--- config.mk ---
export PLATFORM = sky130hd
export DESIGN_NAME = encoder_speed_window_top
export DESIGN_NICKNAME = d
export VERILOG_FILES = /design/src/rtl/core/esw_pkg.sv /design/src/rtl/core/esw_front.sv /design/src/rtl/core/esw_queue.sv /design/src/rtl/core/esw_back.sv /design/src/rtl/core/encoder_speed_window_top.sv
export SDC_FILE = /design/constraint.sdc
export NUM_CORES = 1
export LEC_CHECK = 0
export ABC_AREA = 1
export BUFFER_PORTS_ARGS = -buffer_cell sky130_fd_sc_hd__buf_2
export CELL_PAD_IN_SITES_DETAIL_PLACEMENT = 0
export CELL_PAD_IN_SITES_GLOBAL_PLACEMENT = 2
export CORE_MARGIN = 2
export CORE_UTILIZATION = 36
export CTS_BUF_LIST = sky130_fd_sc_hd__clkbuf_8
export DETAILED_ROUTE_END_ITERATION = 16
export GPL_TIMING_DRIVEN = 0
export PLACE_DENSITY = 0.75
export SKIP_CTS_REPAIR_TIMING = 1
export SYNTH_ARGS = -nofsm -noshare
export SYNTH_HDL_FRONTEND = slang
export SYNTH_SLANG_ARGS = --single-unit
--- constraint.sdc ---
create_clock -name i_clk -period 10.7 [get_ports i_clk]
set_input_delay 0.535 -clock i_clk [delete_from_list [all_inputs] [get_ports i_clk]]
set_output_delay 0.535 -clock i_clk [all_outputs]
set_load 0.02 [all_outputs]
--- src/rtl/core/esw_pkg.sv ---
package esw_pkg;

    // window sizing
    localparam int MAX_WINDOW = 16;
    localparam int PAIRS_W    = $clog2(MAX_WINDOW + 1);

    // field widths
    localparam int ANGLE_W     = 14;
    localparam int INTERVAL_W  = 16;
    localparam int WINLEN_W    = 5;
    localparam int SPEED_W     = 32;
    localparam int COUNT_OUT_W = 19;
    localparam int TIME_OUT_W  = 20;

    // accumulator widths
    localparam int DIFF_W = ANGLE_W + 2;
    localparam int CNT_W  = ANGLE_W + 2 + $clog2(MAX_WINDOW);
    localparam int TIME_W = INTERVAL_W + $clog2(MAX_WINDOW);

    localparam int ANGLE_MOD = 1 << ANGLE_W;

    // speed scaling: counts per microsecond to Q16.16 turns per second
    localparam int                 SCALE_W   = 22;
    localparam logic [SCALE_W-1:0] Q16_SCALE = SCALE_W'(4000000);
    localparam int                 MAG_W     = CNT_W - 1;
    localparam int                 NUM_W     = MAG_W + SCALE_W;
    localparam int                 STEP_W    = $clog2(NUM_W);

    // request queue
    localparam int QUEUE_DEPTH = 2;
    localparam int QPTR_W      = $clog2(QUEUE_DEPTH);
    localparam int QCNT_W      = $clog2(QUEUE_DEPTH + 1);

    // configuration port
    localparam int CFG_IDX_W  = 2;
    localparam int CFG_DATA_W = 16;

    localparam logic [CFG_IDX_W-1:0] CFG_IDX_MAX_INTERVAL  = CFG_IDX_W'(0);
    localparam logic [CFG_IDX_W-1:0] CFG_IDX_WRAP_THRESH   = CFG_IDX_W'(1);
    localparam logic [CFG_IDX_W-1:0] CFG_IDX_WINDOW_LENGTH = CFG_IDX_W'(2);

    localparam logic [INTERVAL_W-1:0] RST_MAX_INTERVAL  = INTERVAL_W'(2500);
    localparam logic [ANGLE_W-1:0]    RST_WRAP_THRESH   = ANGLE_W'(10467);
    localparam logic [WINLEN_W-1:0]   RST_WINDOW_LENGTH = WINLEN_W'(8);

    typedef struct packed {
        logic [INTERVAL_W-1:0] max_interval_us;
        logic [ANGLE_W-1:0]    wrap_threshold;
        logic [WINLEN_W-1:0]   window_length;
    } t_cfg;

    typedef struct packed {
        logic signed [CNT_W-1:0] count_sum;
        logic [TIME_W-1:0]       time_sum;
    } t_window;

endpackage

--- src/rtl/core/esw_front.sv ---
module esw_front (
    input  logic                          i_clk,
    input  logic                          i_rst_n,
    input  esw_pkg::t_cfg                 i_cfg,
    input  logic                          i_valid,
    output logic                          o_ready,
    input  logic [esw_pkg::ANGLE_W-1:0]   i_angle_first,
    input  logic [esw_pkg::ANGLE_W-1:0]   i_angle_second,
    input  logic                          i_first_failed,
    input  logic                          i_second_failed,
    input  logic [esw_pkg::INTERVAL_W-1:0] i_interval_us,
    output logic                          o_push,
    output esw_pkg::t_window              o_window,
    input  logic                          i_full
);
    import esw_pkg::*;

    logic signed [CNT_W-1:0] r_count;
    logic [TIME_W-1:0]       r_time;
    logic [PAIRS_W-1:0]      r_pairs;

    logic                     accept;
    logic                     reject;
    logic signed [DIFF_W-1:0] diff;
    logic signed [DIFF_W-1:0] thresh;
    logic signed [DIFF_W-1:0] diff_fix;
    logic signed [CNT_W-1:0]  n_count;
    logic [TIME_W-1:0]        n_time;
    logic [PAIRS_W-1:0]       n_pairs;
    logic [PAIRS_W-1:0]       eff_window;
    logic                     done;

    assign o_ready = !i_full;
    assign accept  = i_valid && o_ready;
    assign reject  = i_first_failed || i_second_failed
                     || (i_interval_us > i_cfg.max_interval_us);

    // zero crossing correction
    always_comb begin
        diff   = $signed({2'b00, i_angle_first}) - $signed({2'b00, i_angle_second});
        thresh = $signed({2'b00, i_cfg.wrap_threshold});
        if (diff > thresh) begin
            diff_fix = diff - $signed(DIFF_W'(ANGLE_MOD));
        end else if (diff < -thresh) begin
            diff_fix = diff + $signed(DIFF_W'(ANGLE_MOD));
        end else begin
            diff_fix = diff;
        end
    end

    always_comb begin
        if (i_cfg.window_length == '0) begin
            eff_window = PAIRS_W'(1);
        end else if (int'(i_cfg.window_length) > MAX_WINDOW) begin
            eff_window = PAIRS_W'(MAX_WINDOW);
        end else begin
            eff_window = PAIRS_W'(i_cfg.window_length);
        end
    end

    assign n_count = r_count + CNT_W'(diff_fix);
    assign n_time  = r_time + TIME_W'(i_interval_us);
    assign n_pairs = r_pairs + PAIRS_W'(1);
    assign done    = (n_pairs >= eff_window);

    assign o_push             = accept && !reject && done;
    assign o_window.count_sum = n_count;
    assign o_window.time_sum  = n_time;

    always_ff @(posedge i_clk) begin
        if (!i_rst_n) begin
            r_count <= '0;
            r_time  <= '0;
            r_pairs <= '0;
        end else if (accept && !reject) begin
            if (done) begin
                r_count <= '0;
                r_time  <= '0;
                r_pairs <= '0;
            end else begin
                r_count <= n_count;
                r_time  <= n_time;
                r_pairs <= n_pairs;
            end
        end
    end

endmodule

--- src/rtl/core/esw_queue.sv ---
module esw_queue (
    input  logic             i_clk,
    input  logic             i_rst_n,
    input  logic             i_push,
    input  esw_pkg::t_window i_data,
    output logic             o_full,
    input  logic             i_pop,
    output logic             o_empty,
    output esw_pkg::t_window o_data
);
    import esw_pkg::*;

    t_window             r_mem [QUEUE_DEPTH];
    logic [QPTR_W-1:0]   r_wptr;
    logic [QPTR_W-1:0]   r_rptr;
    logic [QCNT_W-1:0]   r_count;

    logic do_push;
    logic do_pop;

    assign o_full  = (r_count == QCNT_W'(QUEUE_DEPTH));
    assign o_empty = (r_count == '0);
    assign o_data  = r_mem[r_rptr];
    assign do_push = i_push && !o_full;
    assign do_pop  = i_pop && !o_empty;

    always_ff @(posedge i_clk) begin
        if (do_push) begin
            r_mem[r_wptr] <= i_data;
        end
    end

    always_ff @(posedge i_clk) begin
        if (!i_rst_n) begin
            r_wptr  <= '0;
            r_rptr  <= '0;
            r_count <= '0;
        end else begin
            if (do_push) begin
                r_wptr <= (int'(r_wptr) == QUEUE_DEPTH - 1) ? '0 : r_wptr + QPTR_W'(1);
            end
            if (do_pop) begin
                r_rptr <= (int'(r_rptr) == QUEUE_DEPTH - 1) ? '0 : r_rptr + QPTR_W'(1);
            end
            case ({do_push, do_pop})
                2'b10:   r_count <= r_count + QCNT_W'(1);
                2'b01:   r_count <= r_count - QCNT_W'(1);
                default: r_count <= r_count;
            endcase
        end
    end

endmodule

--- src/rtl/core/esw_back.sv ---
module esw_back (
    input  logic                                i_clk,
    input  logic                                i_rst_n,
    input  logic                                i_empty,
    input  esw_pkg::t_window                    i_window,
    output logic                                o_pop,
    output logic                                o_valid,
    input  logic                                i_ready,
    output logic signed [esw_pkg::SPEED_W-1:0]   o_speed_q16,
    output logic signed [esw_pkg::COUNT_OUT_W-1:0] o_count_total,
    output logic [esw_pkg::TIME_OUT_W-1:0]       o_time_total_us,
    output logic                                o_saturated
);
    import esw_pkg::*;

    typedef enum logic [1:0] {
        S_IDLE,
        S_MUL,
        S_DIV,
        S_FIN
    } t_state;

    t_state                  r_state;
    logic                    r_neg;
    logic [MAG_W-1:0]        r_mag;
    logic [TIME_W-1:0]       r_div;
    logic [TIME_W-1:0]       r_rem;
    logic [NUM_W-1:0]        r_num;
    logic [STEP_W-1:0]       r_step;
    logic signed [CNT_W-1:0] r_count;
    logic                    r_out_valid;

    logic [CNT_W-1:0]   abs_count;
    logic [TIME_W:0]    rem_sh;
    logic [TIME_W:0]    rem_sub;
    logic               ge;
    logic               pos_over;
    logic               neg_over;
    logic               sat;
    logic [SPEED_W-1:0] speed;
    logic               load_out;

    assign o_pop   = (r_state == S_IDLE) && !i_empty;
    assign o_valid = r_out_valid;

    // output register takes a new result when empty or being drained
    assign load_out = (r_state == S_FIN) && (!r_out_valid || i_ready);

    assign abs_count = i_window.count_sum[CNT_W-1] ? (~i_window.count_sum + CNT_W'(1))
                                                   : i_window.count_sum;

    // one quotient bit per cycle
    assign rem_sh  = {r_rem, r_num[NUM_W-1]};
    assign ge      = (rem_sh >= {1'b0, r_div});
    assign rem_sub = rem_sh - {1'b0, r_div};

    // clip magnitude to the signed range
    assign pos_over = |r_num[NUM_W-1:SPEED_W-1];
    assign neg_over = (|r_num[NUM_W-1:SPEED_W])
                      || (r_num[SPEED_W-1] && (|r_num[SPEED_W-2:0]));

    always_comb begin
        if (r_div == '0) begin
            sat = (r_mag != '0);
            if (r_mag == '0) begin
                speed = '0;
            end else if (r_neg) begin
                speed = {1'b1, {(SPEED_W-1){1'b0}}};
            end else begin
                speed = {1'b0, {(SPEED_W-1){1'b1}}};
            end
        end else if (r_neg) begin
            sat   = neg_over;
            speed = neg_over ? {1'b1, {(SPEED_W-1){1'b0}}} : (~r_num[SPEED_W-1:0] + SPEED_W'(1));
        end else begin
            sat   = pos_over;
            speed = pos_over ? {1'b0, {(SPEED_W-1){1'b1}}} : r_num[SPEED_W-1:0];
        end
    end

    always_ff @(posedge i_clk) begin
        if (!i_rst_n) begin
            r_state     <= S_IDLE;
            r_out_valid <= 1'b0;
        end else begin
            if (load_out) begin
                r_out_valid <= 1'b1;
            end else if (r_out_valid && i_ready) begin
                r_out_valid <= 1'b0;
            end
            case (r_state)
                S_IDLE: begin
                    if (!i_empty) begin
                        r_neg   <= i_window.count_sum[CNT_W-1];
                        r_mag   <= abs_count[MAG_W-1:0];
                        r_div   <= i_window.time_sum;
                        r_count <= i_window.count_sum;
                        r_state <= S_MUL;
                    end
                end
                S_MUL: begin
                    r_num   <= r_mag * Q16_SCALE;
                    r_rem   <= '0;
                    r_step  <= '0;
                    r_state <= (r_div == '0) ? S_FIN : S_DIV;
                end
                S_DIV: begin
                    r_rem  <= ge ? rem_sub[TIME_W-1:0] : rem_sh[TIME_W-1:0];
                    r_num  <= {r_num[NUM_W-2:0], ge};
                    r_step <= r_step + STEP_W'(1);
                    if (int'(r_step) == NUM_W - 1) begin
                        r_state <= S_FIN;
                    end
                end
                S_FIN: begin
                    if (load_out) begin
                        o_speed_q16     <= $signed(speed);
                        o_count_total   <= COUNT_OUT_W'(r_count);
                        o_time_total_us <= TIME_OUT_W'(r_div);
                        o_saturated     <= sat;
                        r_state         <= S_IDLE;
                    end
                end
                default: r_state <= S_IDLE;
            endcase
        end
    end

endmodule

--- src/rtl/core/encoder_speed_window_top.sv ---
// windowed angular speed from pairs of 14-bit encoder readings. the front end
// takes one reading pair per clock while the window queue has room: a pair
// with an error flag or an interval above max_interval_us is dropped, else
// its wrap-corrected difference (first minus second) and interval are added
// to the window sums in that same cycle. once window_length good pairs are
// in (0 acts as 1, values above 16 act as 16) the window sums are queued
// (two deep) and cleared. the back end turns each queued window into
// count_sum * 4000000 / time_sum, signed q16.16 turns per second, truncated
// toward zero and clipped to 32 bits with the saturated flag set; a zero time
// sum gives full scale by sign, or zero. once a window closes, the back end
// takes it off the queue, multiplies it, runs a 41-step restoring divider
// that retires one quotient bit per clock and loads the output register; a
// zero time sum skips the divider. a result left waiting holds the back end,
// and the front end stalls once two windows are queued. configuration is to
// be written by the user only while the block is idle; the block itself
// does not enforce this.
module encoder_speed_window_top (
    input  logic                                  i_clk,
    input  logic                                  i_rst_n,
    // configuration writes
    input  logic                                  i_cfg_we,
    input  logic [esw_pkg::CFG_IDX_W-1:0]          i_cfg_index,
    input  logic [esw_pkg::CFG_DATA_W-1:0]         i_cfg_data,
    // reading pair request
    input  logic                                  i_valid,
    output logic                                  o_ready,
    input  logic [esw_pkg::ANGLE_W-1:0]            i_angle_first,
    input  logic [esw_pkg::ANGLE_W-1:0]            i_angle_second,
    input  logic                                  i_first_failed,
    input  logic                                  i_second_failed,
    input  logic [esw_pkg::INTERVAL_W-1:0]         i_interval_us,
    // speed result request
    output logic                                  o_valid,
    input  logic                                  i_ready,
    output logic signed [esw_pkg::SPEED_W-1:0]     o_speed_q16,
    output logic signed [esw_pkg::COUNT_OUT_W-1:0] o_count_total,
    output logic [esw_pkg::TIME_OUT_W-1:0]         o_time_total_us,
    output logic                                  o_saturated
);
    import esw_pkg::*;

    t_cfg    r_cfg;
    logic    q_push;
    logic    q_full;
    logic    q_pop;
    logic    q_empty;
    t_window q_in;
    t_window q_out;

    // configuration registers
    always_ff @(posedge i_clk) begin
        if (!i_rst_n) begin
            r_cfg.max_interval_us <= RST_MAX_INTERVAL;
            r_cfg.wrap_threshold  <= RST_WRAP_THRESH;
            r_cfg.window_length   <= RST_WINDOW_LENGTH;
        end else if (i_cfg_we) begin
            case (i_cfg_index)
                CFG_IDX_MAX_INTERVAL:  r_cfg.max_interval_us <= i_cfg_data[INTERVAL_W-1:0];
                CFG_IDX_WRAP_THRESH:   r_cfg.wrap_threshold  <= i_cfg_data[ANGLE_W-1:0];
                CFG_IDX_WINDOW_LENGTH: r_cfg.window_length   <= i_cfg_data[WINLEN_W-1:0];
                default:               r_cfg <= r_cfg;
            endcase
        end
    end

    // classify and accumulate pairs
    esw_front u_front (
        .i_clk           (i_clk),
        .i_rst_n         (i_rst_n),
        .i_cfg           (r_cfg),
        .i_valid         (i_valid),
        .o_ready         (o_ready),
        .i_angle_first   (i_angle_first),
        .i_angle_second  (i_angle_second),
        .i_first_failed  (i_first_failed),
        .i_second_failed (i_second_failed),
        .i_interval_us   (i_interval_us),
        .o_push          (q_push),
        .o_window        (q_in),
        .i_full          (q_full)
    );

    // closed windows waiting for the divider
    esw_queue u_queue (
        .i_clk   (i_clk),
        .i_rst_n (i_rst_n),
        .i_push  (q_push),
        .i_data  (q_in),
        .o_full  (q_full),
        .i_pop   (q_pop),
        .o_empty (q_empty),
        .o_data  (q_out)
    );

    // scale, divide, clip and hold the result
    esw_back u_back (
        .i_clk           (i_clk),
        .i_rst_n         (i_rst_n),
        .i_empty         (q_empty),
        .i_window        (q_out),
        .o_pop           (q_pop),
        .o_valid         (o_valid),
        .i_ready         (i_ready),
        .o_speed_q16     (o_speed_q16),
        .o_count_total   (o_count_total),
        .o_time_total_us (o_time_total_us),
        .o_saturated     (o_saturated)
    );

endmodule

==> out/results.txt <==
Status: finished clean
Io pins: 143
Mapped Avg Cell Area: 9.171 µm²
Max FO, Critical Path: 7
Max-slew violations: 0
HP Class: in2reg
Clock Sinks: 365
Number of enable flip-flop cells after synthesis: 277
Vias in the first global route: 18,720
Clk_skew: 0.03560 ns
Post-Synthesis Cells: 2,597
Input/output buffers: 141
H-tree Lvls: 3
GPL Wtd Cong: 0.8528
Post-synthesis cell type count: 64
1st-iter DRT viols: 841
Core ar.: 65,630 µm²
Max VDD drop: 0.1031 mV
Syn Nets: 2,990
Post-route insts no fill: 3,739
Max Clk Rate: 0.1682 GHz
FF-to-FF path depth: 22
Ys async rst share: 0%
Pre-Repair DR Iteration Count: 5
Worst path required time: 11.05 ns
Critical path class: reg2reg
Post-route DRC: 0
Largest net degree at the start of global routing: 68
Commonest non-fill, non-tap cell in the layout: nand2_1
Worst hold stages: 3
CTS max path bufs: 3
R2r setup slk: 4.75 ns
Final setup viols: 0
Pwr/cell area: 209.6 nW/µm²
Final net count: 3,212
Critical Path Start Type: flip-flop
Hold_ws: 0.1619 ns
Synth Flop Type: edfxtp_1
Die area: 68,230 µm²
Die Wd: 261.2 µm
LEAKAGE: 12.11 nW
Most frequent cells in the layout: nand2_1 (545), inv_1 (346), edfxtp_1 (277)
Crit path DAT: 6.30 ns
First-pass GRT wire length: 98,190 µm
DPL Wire Length: 48,640 µm
Final critical-path required period: 5.947 ns
Synth Warn #: 0
Power Total: 5.738 mW
Tot GR Track Use: 18.30%
Total negative setup slack: 0 ns
Antenna Nets Post-Route: 0
Max cap viols: 0
Worst R2R Start: u_back.r_mag[3]
Number of synthesized register bits: 365
Period utilization: 55.58%
Mapped Area: 23,820 µm²
RR Endpoint: u_back.r_num[29]
CTS Buf Count: 69
Clock Pin Slew Worst Setup and Hold Paths: 0.06 ns
WL/cell: 16.30 µm
Clock latency on the worst-skew pair: 0.65 ns
RSZ-0062 raised after global routing: false
Initial antenna violation count: 1
Final-report hold violation count: 0
Sequential share of the synthesized area: 42.32%
Area grow syn2layout: 14.92%
Vias per cell: 4.845
Placed Cells: 3,612
Layout cell share with drive strength beyond 1: 11.17%
CP endpoint kind: flip-flop
Slew margin rel.: 37.84%
Detailed-route wire length: 60,960 µm
Hold Startpoint: i_cfg_data[0]
Site Rows: 94
Fillers: 6,598
Worst slew pin tran: 0.9246 ns
Grt total ovfl: 0
Initial core utilization: 36.29%
Hold Crit Endpoint: r_cfg[19]
DR vias: 18,120
Clock tree from TritonCTS: done
Die H: 261.2 µm
Root buf cell: clkbuf_8
state kept, by name, summed over array words and instances, names as in the netlist, 2 cells and up, named ones only:
register	count
u_back.o_speed_q16	32
u_back.r_mag	18
u_front.r_count	20
u_queue.r_count	2
r_cfg	35
u_back.o_time_total_us	20
u_back.r_num	41
u_back.o_count_total	19
u_back.r_step	6
u_queue.r_mem	80
u_front.r_pairs	5
u_front.r_time	20
u_back.r_count	19
u_back.r_rem	20
u_back.r_state	2
u_back.r_div	20
Yosys cell counts, types with 33 or more instances:
master	count	area [µm²]
dfxtp_1	88	1762
nor2_1	140	525.5
a21oi_1	176	880.8
nor3_1	33	165.2
edfxtp_1	277	8318
nand2_1	545	2046
o21ai_1	41	205.2
inv_1	334	1254
ha_1	250	3128
fa_1	74	1481
o21ai_0	154	770.7
clkbuf_1	54	202.7
xor2_1	86	753.2
xnor2_1	33	289.0
nand3_1	91	455.4
critical path, stage by stage (launching register included):
cell      delay (ns)
edfxtp_1        0.55
inv_1           0.20
fa_1            0.46
fa_1            0.54
inv_1           0.05
fa_1            0.52
inv_1           0.05
fa_1            0.50
inv_1           0.04
ha_1            0.27
inv_1           0.05
fa_1            0.50
inv_1           0.05
ha_1            0.39
a21oi_1         0.25
o221ai_1        0.20
a21oi_1         0.21
o21ai_0         0.15
inv_1           0.11
o21ai_0         0.10
or2_2           0.30
nand3_1         0.10
o21ai_0         0.10
how the worst max path moves through the flow:
| stage | startpoint | endpoint | depth (start not counted) |
|---|---|---|---|
| after floorplan | i_rst_n | u_back.o_count_total[0] | 4 |
| after global placement | i_rst_n | u_back.o_speed_q16[27] | 4 |
| after detailed placement | u_back.r_mag[3] | u_back.r_num[29] | 22 |
| after CTS | u_back.r_mag[3] | u_back.r_num[29] | 22 |
| after global routing | u_back.r_mag[3] | u_back.r_num[29] | 22 |
| final | u_back.r_mag[3] | u_back.r_num[29] | 22 |
report_power, final:
group          total, mW  switching (mW)  internal, mW
combinational       2.33            1.47         0.860
clock               1.53           0.621         0.914
sequential          1.88           0.113          1.76
total               5.74            2.20          3.54
final cells by class:
cell class	count	area, µm²	area share, %
Clock buffer	78	1074	3.922
Antenna cell	1	2.502	0.009142
Buffer	63	242.7	0.8868
Clock inverter	48	483.0	1.764
Timing Repair Buffer	151	883.3	3.227
Multi-Input combinational cell	1831	12250	44.77
Inverter	338	1271	4.644
Sequential cell	365	10080	36.83
Tap cell	864	1081	3.950
metrics by stage:
stage | utilization (%) | setup slack, ns | instance area [µm²]
after floorplan | - | 4.184 | 23820
after CTS | 41.70 | 4.684 | 27370
after global routing | 41.71 | 4.333 | 27370
final | 41.71 | 4.753 | 27370
after detailed placement | 39.33 | 4.709 | 25810
after global placement | 39.01 | 1.028 | 25600
cells by family (layout without fill, tap and decap cells):
family,count (synthesis),after routing,synth area share [%]
buffers and inverters,401,678,6.346
other,0,1,0
AOI/OAI and AO/OA,461,461,10.69
xor gates and xnor gates,119,119,4.376
DFF,365,365,42.32
and+or+nand+nor,922,922,16.71
adders and majority gates,324,324,19.35
muxes,5,5,0.2101
per-layer routing:
metal	wire length (µm)	vias to the layer above	track usage, %	part of all wire [%]
met5	0	-	0	0
met4	1708	0	6.645	2.8
met3	1905	95	2.671	3.1
met2	28850	267	30.82	47
met1	28500	8499	23.92	47
li1	-	9255	-	-
Power figures use the tool's default switching activity.
